===== src/hdl/assert_macros.svh =====
// Assertion macros used by the top-level RTL file to check its own behavior.
`ifndef ASSERT_MACROS_SVH
`define ASSERT_MACROS_SVH

// Implication checked at every rising clock edge outside reset.
`define ASSERT_CLK(label, clk, rst, prop, msg) \
   label: assert property (@(posedge clk) disable iff (rst) prop) else $error(msg);

// Implication checked at every rising clock edge, reset included.
`define ASSERT_ALWAYS(label, clk, prop, msg) \
   label: assert property (@(posedge clk) prop) else $error(msg);

`endif


===== src/hdl/cau_pkg.sv =====
// ----------------------------------------------------------------------------
// Complex arithmetic unit package
// Shared types, codes and default sizes for the complex arithmetic unit.
// ----------------------------------------------------------------------------
`default_nettype none

package cau_pkg;

   localparam int DEF_FRAC_BITS = 8;
   localparam int DEF_MID_DEPTH = 4;
   localparam int DEF_OUT_DEPTH = 2;

   typedef enum logic [1:0] {
      OP_ADD = 2'd0,
      OP_SUB = 2'd1,
      OP_MUL = 2'd2,
      OP_DIV = 2'd3
   } op_type;

   typedef enum logic [1:0] {
      ST_OK   = 2'd0,
      ST_DIV0 = 2'd1,
      ST_OVF  = 2'd2
   } status_type;

   typedef struct packed {
      op_type             op;
      logic signed [15:0] a_re;
      logic signed [15:0] a_im;
      logic signed [15:0] b_re;
      logic signed [15:0] b_im;
   } req_type;

   typedef struct packed {
      logic signed [31:0] re_out;
      logic signed [31:0] im_out;
      status_type         status;
   } rsp_type;

   // Operands plus all partial products, as handed from front to back.
   typedef struct packed {
      op_type             op;
      logic signed [15:0] a_re;
      logic signed [15:0] a_im;
      logic signed [15:0] b_re;
      logic signed [15:0] b_im;
      logic signed [31:0] p_ac;
      logic signed [31:0] p_bd;
      logic signed [31:0] p_ad;
      logic signed [31:0] p_bc;
      logic signed [31:0] p_cc;
      logic signed [31:0] p_dd;
   } prod_type;

   localparam logic signed [31:0] SAT_MAX = {1'b0, {31{1'b1}}};
   localparam logic signed [31:0] SAT_MIN = {1'b1, {31{1'b0}}};

   // Clamp a 33-bit signed value into 32 bits.
   function automatic logic signed [31:0] sat33(input logic signed [32:0] v);
      logic signed [31:0] r;
      if (v[32] != v[31]) begin
         r = v[32] ? SAT_MIN : SAT_MAX;
      end else begin
         r = v[31:0];
      end
      return r;
   endfunction

   function automatic logic ovf33(input logic signed [32:0] v);
      return v[32] != v[31];
   endfunction

endpackage

`default_nettype wire


===== src/hdl/cau_front.sv =====
// ----------------------------------------------------------------------------
// Front end
// Accepts operand beats and forms all partial products in one register stage.
// ----------------------------------------------------------------------------
`default_nettype none

module cau_front (
   input  wire logic              clock,
   input  wire logic              reset,
   input  wire logic              push,
   input  wire cau_pkg::req_type  req_data,
   output logic                   full,
   output logic                   mid_push,
   output cau_pkg::prod_type      mid_data,
   input  wire logic              mid_full
);

   logic              valid_ff;
   cau_pkg::prod_type prod_ff, prod_in;
   logic              take;

   assign full     = valid_ff && mid_full;
   assign take     = push && !full;
   assign mid_push = valid_ff;
   assign mid_data = prod_ff;

   always_comb begin
      prod_in.op   = req_data.op;
      prod_in.a_re = req_data.a_re;
      prod_in.a_im = req_data.a_im;
      prod_in.b_re = req_data.b_re;
      prod_in.b_im = req_data.b_im;
      prod_in.p_ac = req_data.a_re * req_data.b_re;
      prod_in.p_bd = req_data.a_im * req_data.b_im;
      prod_in.p_ad = req_data.a_re * req_data.b_im;
      prod_in.p_bc = req_data.a_im * req_data.b_re;
      prod_in.p_cc = req_data.b_re * req_data.b_re;
      prod_in.p_dd = req_data.b_im * req_data.b_im;
   end

   always_ff @(posedge clock) begin
      if (reset) begin
         valid_ff <= 1'b0;
      end else if (take) begin
         valid_ff <= 1'b1;
      end else if (!mid_full) begin
         valid_ff <= 1'b0;
      end
   end

   always_ff @(posedge clock) begin
      if (take) begin
         prod_ff <= prod_in;
      end
   end

endmodule

`default_nettype wire


===== config.mk =====
export PLATFORM = sky130hd
export DESIGN_NAME = cau_front
export DESIGN_NICKNAME = d
export VERILOG_FILES = /design/src/hdl/assert_macros.svh /design/src/hdl/cau_pkg.sv /design/src/hdl/cau_front.sv
export SDC_FILE = /design/constraint.sdc
export NUM_CORES = 2
export LEC_CHECK = 0
export ABC_AREA = 1
export ABC_CLOCK_PERIOD_IN_PS = 36800
export BUFFER_PORTS_ARGS = -buffer_cell sky130_fd_sc_hd__buf_2
export CAP_MARGIN = 20
export CORE_ASPECT_RATIO = 1.5
export CORE_UTILIZATION = 30
export DETAILED_ROUTE_END_ITERATION = 12
export SYNTH_ARGS = -nofsm -noshare
export SYNTH_HDL_FRONTEND = slang
export SYNTH_SLANG_ARGS = --single-unit

===== constraint.sdc =====
create_clock -name clock -period 36.8 [get_ports clock]
set_clock_uncertainty 0.05 [all_clocks]
set_input_delay 3.68 -clock clock [delete_from_list [all_inputs] [get_ports clock]]
set_output_delay 3.68 -clock clock [all_outputs]
set_load 0.02 [all_outputs]

==> impl_metrics.py <==
metrics = {
    "clocking": {
        "cts_hold_buf": 0,
        "insertion_delay_ns": 0.63,
        "cts_sinks": 255,
        "clkSlewWorstSetupHoldPaths_ns": 0.06,
        "cts-root-buf": "clkbuf_16",
        "cts_buffer_depth": 3,
        "cts-resized-gates": 0,
        "cts_tree": "built",
        "cts_buffers": 37,
        "cts_setup_buffers": 0,
        "h-tree-depth": 2,
    },
    "status": {
        "violations": "design-rule violations",
        "status": "finished with violations",
    },
    "placement": {
        "port-buffer-count": 327,
        "globalplace.congestion": 0.926,
        "dp_slack_ns": 26.61,
        "hpwl_um": 155000,
        "postPlaceCellArea_um2": 74900,
    },
    "logic_synthesis": {
        "yosys.area.top_type": "fa_1",
        "yosysTopAreaCellShare_pct": 43.4,
        "syn_inst": 8513,
        "yosysSeqAreaShare_pct": 10.9,
        "synthDistinctLibCells": 37,
        "synth_seq_cells": 255,
        "ys_top_cells_by_area": "fa_1, inv_1, nand2_1",
        "yosys_warnings": 0,
        "netlist_area_um2": 69900,
        "postSynthAreaPerCell_um2": 8.21,
    },
    "critical_path": {
        "path_class": "input port to flop",
        "cp_max_fo": 26,
        "startpoint_type": "input port",
        "worstPathArrival_ns": 9.83,
        "required_ns": 37.11,
        "endpoint_kind": "flop",
    },
    "grt": {
        "grt_busiest_layer": "met2",
        "grt-ovfl-total": 0,
        "grt_util_met3_pct": 1.70,
        "grt_usage_pct": 17.1,
        "grt_max_degree": 109,
        "grt_pass1_vias": 57748,
        "met2_usage_pct": 32.8,
        "grt_use_met1_pct": 19.5,
        "antenna_found_initial": 14,
        "grt_pass1_wl_um": 312000,
    },
    "detailed_routing": {
        "route.detailed.drc": 140,
        "drtIter0Drc": 2410,
        "postRouteAntennaNets": 0,
        "vias_per_cell": 4.47,
        "totalWireLength_um": 195000,
        "wl_per_cell_um": 16.5,
        "dr.pass1.iters": 10,
        "vias": 52535,
    },
    "timing": {
        "worst_slew_pin_slew_ns": 1.17,
        "fin_tns_setup_ns": 0,
        "finalHoldViolations": 0,
        "finalSetupViolations": 0,
        "max-slew-margin-rel_pct": 21.8,
        "fmaxAchievable_mhz": 105,
        "finalCriticalPeriod_ns": 9.52,
        "slew_viol_final": 0,
        "period_share_pct": 25.9,
        "rsz0062_at_grt": "false",
        "setup_ws_ns": 27.28,
    },
    "layout": {
        "stdcell_area_um2": 76100,
        "drive_above_1_share_pct": 6.66,
        "final_cell_mix": "inv_1, nand2_1, fa_1, ha_1, buf_2",
        "nFillCells": 24584,
        "final_common_cell": "inv_1",
        "syn2layout_area_growth_pct": 8.88,
        "final_nets": 10772,
    },
    "worst_hold_path": {
        "hold_path.class": "flop to flop",
    },
    "floorplanning": {
        "fp.dieH_um": 593,
        "floorplan.die_area_um2": 235000,
        "floorplan.rows": 216,
        "coreArea_um2": 231000,
        "ioPinCount": 330,
        "die_w_um": 396,
        "initial_core_util_pct": 30.2,
    },
    "flow_run": {
        "drv_cap": 0,
    },
}
==> metal layers <==
layer / share of wire [%] / up-vias / wire [um]
li1: - / 24514 / -
met1: 39 / 26509 / 75300
met2: 54 / 1165 / 105000
met3: 3.9 / 343 / 7520
met4: 3.4 / 4 / 6700
met5: 0.014 / - / 28
==> Yosys cell counts, drive strengths merged <==
| cell | instances |
|---|---|
| a21boi | 5 |
| a21o | 16 |
| a21oi | 175 |
| a31o | 3 |
| and2 | 11 |
| and3 | 2 |
| buf | 71 |
| clkbuf | 194 |
| conb | 1 |
| dfxtp | 1 |
| edfxtp | 254 |
| fa | 1517 |
| ha | 504 |
| inv | 2724 |
| nand2 | 2159 |
| nand3 | 181 |
| nand3b | 18 |
| nand4 | 74 |
| nor2 | 293 |
| nor3 | 52 |
| nor3b | 2 |
| o211ai | 1 |
| o21ai | 78 |
| o21bai | 27 |
| or2 | 8 |
| xnor2 | 21 |
| xor2 | 121 |
==> layout make-up <==
class	instances	area [um2]	area share, %
Tap cell	3052	3820	5.02
Clock buffer	40	980	1.29
Antenna cell	5	12.5	0.0164
Timing Repair Buffer	393	2150	2.82
Multi-Input combinational cell	5270	51100	67.1
Sequential cell	255	7650	10.0
Inverter	2724	10200	13.4
Clock inverter	26	254	0.334
==> per-stage QoR <==
stage,hold WS [ns],std cells,utilization (%)
final,0.421,11765,32.9
after global routing,0.447,11761,32.9
after CTS,0.429,11760,32.9
after detailed placement,0.421,11694,32.4
after global placement,0.414,11694,32.4
after floorplan,0.496,8514,-
==> path summary, 6_finish.rpt <==
check                       end  depth (start not counted)    startpoint  slack (ns)
hold reg to reg        mid_push                          2      mid_push        0.42
setup / recovery  mid_data[190]                         21  req_data[18]       27.28
hold / removal         mid_push                          2      mid_push        0.42
setup reg to reg   mid_data[50]                          6      mid_push       33.60
==> logic make-up after synthesis <==
family / synth area share [%]
buf+inv: 16.1
simple gates: 16.4
fa+ha+maj: 52.5
compound gates: 2.38
flops: 10.9
xor+xnor: 1.78
other cells: 0.00536
==> flip-flops by register name, indices dropped and copies added, names as in the netlist <==
register  count
mid_data    254
mid_push      1
==> critical path, cell delays in order <==
cell     delay (ns)
buf_2          0.52
buf_4          0.42
nand2_1        0.15
inv_1          0.10
fa_1           0.58
fa_1           0.95
fa_1           0.54
fa_1           0.52
fa_1           0.49
inv_1          0.05
fa_1           0.48
inv_1          0.05
ha_1           0.37
nand2_1        0.14
inv_1          0.08
nand2_1        0.08
nor3_1         0.20
and2_1         0.16
nand2_1        0.06
nand3_1        0.10
nand2_1        0.06
Power is left out: the tool's default activity adds up to more than one toggle a clock period on the data nets, which glitch-free logic cannot reach.
