$ cat src/hdl/assert_macros.svh
// Assertion macros used by the top-level RTL file to check its own behavior.
`ifndef ASSERT_MACROS_SVH
`define ASSERT_MACROS_SVH

// Implication checked at every rising clock edge outside reset.
`define ASSERT_CLK(label, clk, rst, prop, msg) \
   label: assert property (@(posedge clk) disable iff (rst) prop) else $error(msg);

// Implication checked at every rising clock edge, reset included.
`define ASSERT_ALWAYS(label, clk, prop, msg) \
   label: assert property (@(posedge clk) prop) else $error(msg);

`endif

$ cat src/hdl/cau_fifo.sv
// ----------------------------------------------------------------------------
// Small queue
// First-in first-out store with count-based full and empty flags.
// ----------------------------------------------------------------------------
`default_nettype none

module cau_fifo #(
   parameter int WIDTH = 8,
   parameter int DEPTH = 2
) (
   input  wire logic             clock,
   input  wire logic             reset,
   input  wire logic             wr_en,
   input  wire logic [WIDTH-1:0] wr_data,
   output logic                  full,
   input  wire logic             rd_en,
   output logic [WIDTH-1:0]      rd_data,
   output logic                  empty
);

   localparam int AW = (DEPTH > 1) ? $clog2(DEPTH) : 1;
   localparam int CW = $clog2(DEPTH + 1);

   logic [WIDTH-1:0] mem [DEPTH];
   logic [AW-1:0]    wptr_ff, rptr_ff;
   logic [CW-1:0]    count_ff;
   logic             do_wr, do_rd;

   assign full    = (count_ff == CW'(DEPTH));
   assign empty   = (count_ff == '0);
   assign do_wr   = wr_en && !full;
   assign do_rd   = rd_en && !empty;
   assign rd_data = mem[rptr_ff];

   always_ff @(posedge clock) begin
      if (do_wr) begin
         mem[wptr_ff] <= wr_data;
      end
   end

   always_ff @(posedge clock) begin
      if (reset) begin
         wptr_ff  <= '0;
         rptr_ff  <= '0;
         count_ff <= '0;
      end else begin
         if (do_wr) begin
            wptr_ff <= (wptr_ff == AW'(DEPTH - 1)) ? '0 : wptr_ff + AW'(1);
         end
         if (do_rd) begin
            rptr_ff <= (rptr_ff == AW'(DEPTH - 1)) ? '0 : rptr_ff + AW'(1);
         end
         if (do_wr && !do_rd) begin
            count_ff <= count_ff + CW'(1);
         end else if (do_rd && !do_wr) begin
            count_ff <= count_ff - CW'(1);
         end
      end
   end

endmodule

`default_nettype wire

$ cat config.mk
export PLATFORM = sky130hd
export DESIGN_NAME = cau_fifo
export DESIGN_NICKNAME = d
export VERILOG_FILES = /design/src/hdl/assert_macros.svh /design/src/hdl/cau_fifo.sv
export SDC_FILE = /design/constraint.sdc
export NUM_CORES = 1
export LEC_CHECK = 0
export BUFFER_PORTS_ARGS = -buffer_cell sky130_fd_sc_hd__buf_2
export CAP_MARGIN = 20
export CORE_MARGIN = 5
export CORE_UTILIZATION = 44
export CTS_BUF_LIST = sky130_fd_sc_hd__clkbuf_4 sky130_fd_sc_hd__clkbuf_8 sky130_fd_sc_hd__clkbuf_16
export DETAILED_ROUTE_END_ITERATION = 8
export PLACE_DENSITY = 0.73
export SLEW_MARGIN = 20
export SYNTH_ARGS = -nofsm -noshare
export SYNTH_HDL_FRONTEND = slang
export SYNTH_SLANG_ARGS = --single-unit
$ cat constraint.sdc
create_clock -name clock -period 1.4 [get_ports clock]
set_input_delay 0.14 -clock clock [delete_from_list [all_inputs] [get_ports clock]]
set_output_delay 0.14 -clock clock [all_outputs]
set_load 0.02 [all_outputs]
==> summary.md, run 1 <==
| Metric | Value |
|---|---|
| Multi-input gate area | `241.5 um2` |
| CP cell instances | `nor2b_4, nor2_2, ha_2, or3_1, a21oi_1` |
| Top cells by count, synth | `16 x edfxtp_1, 8 x mux2_2, 5 x dfxtp_1, 5 x nor2_1` |
| Pin count of the biggest net entering global routing | `12` |
| # IOs | `22` |
| GRT Total Usage | `10.46%` |
| Routed Antenna Nets | `0` |
| Ys flop type | `edfxtp_1` |
| CTS Buf Count | `3` |
| CP Launch Type | `flip-flop` |
| Starting Density | `45.94%` |
| Fin Hold WS | `0.02733 ns` |
| Initial antenna violation count | `0` |
| TNS Setup | `-0.001296 ns` |
| Vias in the first global route | `488` |
| Seq pwr share | `45.1%` |
| Worst-Skew Late Latency | `0.30 ns` |
| Slew Viols, Final | `0` |
| Slew headroom | `88.32%` |
| Clk buf depth | `2` |
| Psw | `631.7 uW` |
| Fin crit share | `100.1%` |
| Worst slew pin tran | `0.1741 ns` |
| Max stage delay on crit path | `0.35 ns` |
| Combinational share of power | `40.3%` |
| GP Congestion | `0.6742` |
| Clock net sink count | `21` |
| Seq cells post-synth | `21` |
| Worst Hold Class | `primary input to flip-flop` |
| Tmin final | `1.401 ns` |
| Total Wirelength | `1.334 mm` |
| Die width | `52.46 um` |
| Port Buffers | `21` |
| First-pass GRT wire length | `2.014 mm` |
| Register Area | `589.3 um2` |
| P per Cell Area | `1851 mW/mm2` |
| Skew final | `0.002863 ns` |
| Synth warn | `0` |
| Post-synth top area cell | `edfxtp_1` |
| Die Y | `52.46 um` |
| Fmax | `713.6 MHz` |
| Root Driver | `clkbuf_4` |
| Filler cell count | `148` |
| Iteration-0 DRC Markers | `0` |
| Maxcap violations | `0` |
| CP endpoint kind | `flip-flop` |
| Vias per inst | `4.695` |
| WL per Instance | `12.70 um` |
| CP Class | `flip-flop to flip-flop` |
| ANT cells | `0` |
| DIE AREA | `0.002752 mm2` |
| Post-Place Setup Slack | `-0.03026 ns` |
| P&R area growth vs syn | `38.01%` |
| CTS tree | `done` |
| Congestion Overflow GR | `0` |
| Detailed Place HPWL | `982.5 um` |
| Peak VDD IR | `1.012 mV` |
| Int Pwr | `1395 uW` |
| Status | `finished, violations left` |
| DR pass1 iterations | `1` |
| Vias | `493` |
| Mean post-synth cell area | `15.87 um2` |
| Leakage | `0.0004516 uW` |
| Library cells used by synthesis | `13` |
| Synth Cell Area | `793.3 um2` |
| Clk pin slew, worst setup/hold paths | `0.10 ns` |
| Gate Count Post-Synth | `50` |
| Critical Path Fanout Max | `5` |
| Clock power share | `14.6%` |
| H-tree depth | `1` |
| Setup violators final | `1` |
| Async SR Flop Fraction | `0%` |
| Post-synthesis sequential area ratio | `73.19%` |
| Failing checks | `setup timing` |
| Syn nets | `63` |
| DR DRC count | `0` |
| Switching part of the total | `31.17%` |
| Post-DP Area | `974.7 um2` |
| Share of cells above drive strength 1 | `58.75%` |
| Crit-path slowest cell | `dfxtp_2` |
| Crit path DAT | `1.63 ns` |
| CP required | `1.63 ns` |
| PnR worst setup slack | `-0.001296 ns` |
| Unrepaired setup endpoints after global routing | `true` |
| EDFF count, synth | `16` |
| Most common cell in the netlist | `edfxtp_1` |
| Final Hold Viols | `0` |
| Finished Cell Area | `0.001095 mm2` |
| Ranking of synthesized cells by area | `edfxtp_1 61%, dfxtp_1 13%, mux2_2 11%, xor2_1 3.3%, nor2_1 2.4%` |
| Core box area | `0.001727 mm2` |
| Yosys top cell area share | `60.57%` |
| Row count | `15` |
| Design Power | `2026 uW` |
| Final nets | `94` |
## logic make-up after synthesis
group | synth area share (%)
XOR/XNOR | 3.313
AND/OR/NAND/NOR | 5.837
buffers and inverters | 1.577
flip-flops | 73.19
AO/OA/AOI/OAI | 3.154
multiplexers | 11.36
adder cells (fa/ha/maj) | 1.577
## final cells by class
class,instances,area share (%)
Sequential cell,21,53.83
Timing Repair Buffer,27,17.83
Inverter,2,0.6857
Clock buffer,4,2.743
Tap cell,25,2.857
Multi-Input combinational cell,26,22.06
## layout by cell type, fill, tap and decap left out, drive strengths merged, types with 3 or more instances in the layout
cell type / n
buf: 27
edfxtp: 16
mux2: 8
nor2: 5
dfxtp: 5
clkbuf: 4
xor2: 3
o21ai: 3
## registers in the layout, indices dropped and copies added, names as in the netlist, named ones only
signal    count
mem          16
count_ff      2
rptr_ff       1
wptr_ff       1
## worst paths after layout
check                                  from     endpoint  slack (ns)  depth (start not counted)
worst max-delay path            count_ff[1]  count_ff[1]      -0.001                          5
worst min-delay path             wr_data[7]    mem[1][7]        0.03                          1
worst max register to register  count_ff[1]  count_ff[1]      -0.001                          5
worst min register to register      wptr_ff      wptr_ff        0.50                          2
## power by group through the flow
stage	Combinational (uW)	Sequential, uW	Clock [uW]
final	816	915	296
after global routing	881	933	336
after CTS	715	900	303
after detailed placement	667	905	0
after global placement	648	896	0
after floorplan	460	859	0
## per-layer routing
layer	track usage, %	share of wire [%]	vias up
li1	-	-	241
met1	11.23	39	233
met2	18.39	52	16
met3	2.279	6.4	3
met4	6.383	2.2	0
met5	0	0	-
## worst max-delay path, delay by kind of cell, from the launching register on
kind | cells | cell delay, ns
and+or+nand+nor | 3 | 0.59
adders and majority gates | 1 | 0.28
DFF | 1 | 0.35
AOI/OAI and AO/OA | 1 | 0.12
## per-stage QoR
| step | instances | utilization (%) |
|---|---|---|
| detailed placement | 99 | 56.45 |
| global placement | 99 | 56.45 |
| floorplan | 50 | - |
| CTS | 104 | 59.64 |
| finish | 105 | 63.41 |
| global route | 105 | 63.41 |
## timing repair
item | in CTS | in global routing
gates resized for setup | 8 | 18
hold buffers | 0 | 0
pin swaps | 2 | 1
endpoints found under the setup margin | 9 | 16
buffers inserted | 1 | 1
Note: power is estimated with default switching activity, not from simulation.
==> inputs of run 2 (changes only) <==
--- a/config.mk
+++ b/config.mk
@@ -16,3 +16,4 @@
 export SYNTH_ARGS = -nofsm -noshare
 export SYNTH_HDL_FRONTEND = slang
 export SYNTH_SLANG_ARGS = --single-unit
+export TNS_END_PERCENT = 20
==> run 2 against run 1 <==
Against the previous run: largest power group unchanged; clock skew is 0.0011 ns higher; the flow still finishes with violations (setup timing); maximum frequency fell by 3.5%; die area stayed put; highest routed layer unchanged; register-to-register slack got worse by 0.05 ns.
==> summary.md, run 2 (synthesized netlist as in run 1, its figures left out) <==
| Metric | Value |
|---|---|
| CP required | `1.42 ns (-0.21 ns)` |
| Worst Hold Class | `primary input to flip-flop` |
| Filler cell count | `154 (+4.1%)` |
| Setup violators final | `9 (+8)` |
| Tmin final | `1.453 ns (+0.05122 ns)` |
| R2R cell count | `5 (unchanged)` |
| Pin count of the biggest net entering global routing | `12 (unchanged)` |
| Switching part of the total | `31.90% (+0.73 points)` |
| GRT Total Usage | `10.28% (-0.18 points)` |
| Max reg flops | `16 (unchanged)` |
| Clk buf depth | `2 (unchanged)` |
| DR DRC count | `0 (unchanged)` |
| Int Pwr | `1338 uW (-4.1%)` |
| P&R area growth vs syn | `32.97%` |
| Met3 wire len | `90 um (+5.9%)` |
| Commonest non-fill, non-tap cell in the layout | `buf_2` |
| Vias | `484 (-1.8%)` |
| Top sig layer | `met4` |
| Register Area | `591.8 um2 (+0.42%)` |
| Most frequent cells in the layout | `18 x buf_2, 16 x edfxtp_1, 8 x mux2_2` |
| Leakage | `0.0004167 uW (-7.7%)` |
| Worst slew pin tran | `0.1702 ns (-0.003819 ns)` |
| Clock net sink count | `21 (unchanged)` |
| Final Hold Viols | `0 (unchanged)` |
| DR pass1 iterations | `1 (unchanged)` |
| Psw | `626.7 uW (-0.78%)` |
| Top Registers | `mem x16, count_ff x2` |
| WL per Instance | `12.58 um (-1.0%)` |
| Register-to-register setup slack | `-0.05 ns (-0.05 ns)` |
| Unrepaired setup endpoints after global routing | `true` |
| Die width | `52.46 um (unchanged)` |
| Root Driver | `clkbuf_4` |
| DIE AREA | `0.002752 mm2 (unchanged)` |
| Clk pin slew, worst setup/hold paths | `0.10 ns (about the same)` |
| TNS Setup | `-0.4405 ns (-0.4392 ns)` |
| Met1 Wirelength | `519 um (unchanged)` |
| Detailed Place HPWL | `982.5 um (unchanged)` |
| GP Congestion | `0.6742 (unchanged)` |
| Slew Viols, Final | `0 (unchanged)` |
| Multi-input gate area | `231.5 um2 (-4.1%)` |
| CP endpoint kind | `flip-flop` |
| Total Wirelength | `1.308 mm (-1.9%)` |
| Row count | `15 (unchanged)` |
| CTS tree | `done` |
| Vias in the first global route | `480 (-1.6%)` |
| Status | `finished, violations left` |
| Fin crit share | `103.8% (+3.7 points)` |
| CP delay by family, top | `simple AND/OR/NAND/NOR gates` |
| CP Buf/Inv Count | `3 (+3)` |
| CTS Buf Count | `3 (unchanged)` |
| H-tree depth | `1 (unchanged)` |
| Crit-path slowest cell | `dfxtp_4` |
| Congestion Overflow GR | `0 (unchanged)` |
| Met2 Wirelength | `678 um (-3.0%)` |
| CP startpoint | `count_ff[1]` |
| RR Startpoint | `count_ff[1]` |
| Iteration-0 DRC Markers | `0 (unchanged)` |
| Top reg by flops | `mem` |
| PnR worst setup slack | `-0.05251 ns (-0.05122 ns)` |
| CP Launch Type | `flip-flop` |
| Vias per inst | `4.654 (-0.88%)` |
| CP cell instances | `nor2b_4, buf_4, or3_4, inv_2, buf_12` |
| Starting Density | `45.94% (unchanged)` |
| Crit path capture | `mem[0][1]` |
| Worst-Skew Late Latency | `0.29 ns (about the same)` |
| Share of cells above drive strength 1 | `62.03% (+3.3 points)` |
| Fmax | `688.5 MHz (-3.5%)` |
| CP Class | `flip-flop to flip-flop` |
| Max stage delay on crit path | `0.37 ns (+0.02 ns)` |
| Core box area | `0.001727 mm2 (unchanged)` |
| First-pass GRT wire length | `1.980 mm (-1.7%)` |
| Routed Antenna Nets | `0 (unchanged)` |
| Initial antenna violation count | `0 (unchanged)` |
| Skew final | `0.003971 ns (+0.001108 ns)` |
| Maxcap violations | `0 (unchanged)` |
| Failing checks | `setup timing` |
| Slew headroom | `88.57% (+0.26 points)` |
| Critical Path Fanout Max | `8 (+3)` |
| Die Y | `52.46 um (unchanged)` |
| Seq pwr share | `46.4% (+1.3 points)` |
| ANT cells | `0 (unchanged)` |
| # IOs | `22 (unchanged)` |
| Port Buffers | `21 (unchanged)` |
| Crit path DAT | `1.47 ns (-0.16 ns)` |
| Critical path depth in cells | `5 (unchanged)` |
| P per Cell Area | `1863 mW/mm2 (+0.63%)` |
| Peak VDD IR | `0.9850 mV (-2.6%)` |
| Combinational share of power | `38.7% (-1.6 points)` |
| Worst R2R End | `mem[0][1]` |
| Final nets | `93 (-1.1%)` |
| Post-Place Setup Slack | `-0.03026 ns (unchanged)` |
| Clock power share | `14.9% (+0.3 points)` |
## run 2: cell type report
cell class                 instances  area share, %
sequential                        21          56.11
multi-input combinational         26          21.95
timing repair buffer              26          15.42
tap                               25          2.966
clock buffer                       4          2.847
inverter                           2         0.7117
## run 2: worst min-delay path by stage
stage / depth (start not counted) / to / start
finish: 1 / mem[1][7] / wr_data[7]
global route: 1 / mem[1][0] / wr_data[0]
CTS: 1 / mem[1][0] / wr_data[0]
detailed placement: 1 / mem[0][0] / wr_data[0]
global placement: 1 / mem[0][6] / wr_data[6]
floorplan: 1 / count_ff[1] / reset
## run 2: stage by stage
stage	total power (uW)	instances	cell area [um2]	util (%)	hold WS (ns)
global placement	1544	99	974.7	56.45	0.3291
detailed placement	1572	99	974.7	56.45	0.3347
floorplan	1319	50	800.8	-	0.2017
global route	2091	104	1055	61.09	0.008965
finish	1965	104	1055	61.09	0.02933
CTS	1901	104	1021	59.13	0.01996
## run 2: repair_timing
item / 4_1_cts / 5_1_grt
pin swaps: 1 / 4
cloned: 0 / 0
hold buffers: 0 / 0
gates resized for setup: 5 / 11
endpoints found under the hold margin: 0 / 0
setup buffers: 1 / 0
setup endpoints to repair: 9 / 16
## run 2: power by group through the flow
| stage | Clock, uW | Combinational [uW] | Sequential (uW) |
|---|---|---|---|
| finish | 293 | 761 | 911 |
| global route | 331 | 830 | 930 |
| CTS | 303 | 698 | 900 |
| detailed placement | 0 | 667 | 905 |
| global placement | 0 | 648 | 896 |
| floorplan | 0 | 460 | 859 |
## run 2: metal layers
metal,GRT usage (%),vias to the layer above
met1,11.23,229
met3,2.279,2
met2,17.77,16
met5,0,-
li1,-,237
met4,6.383,0
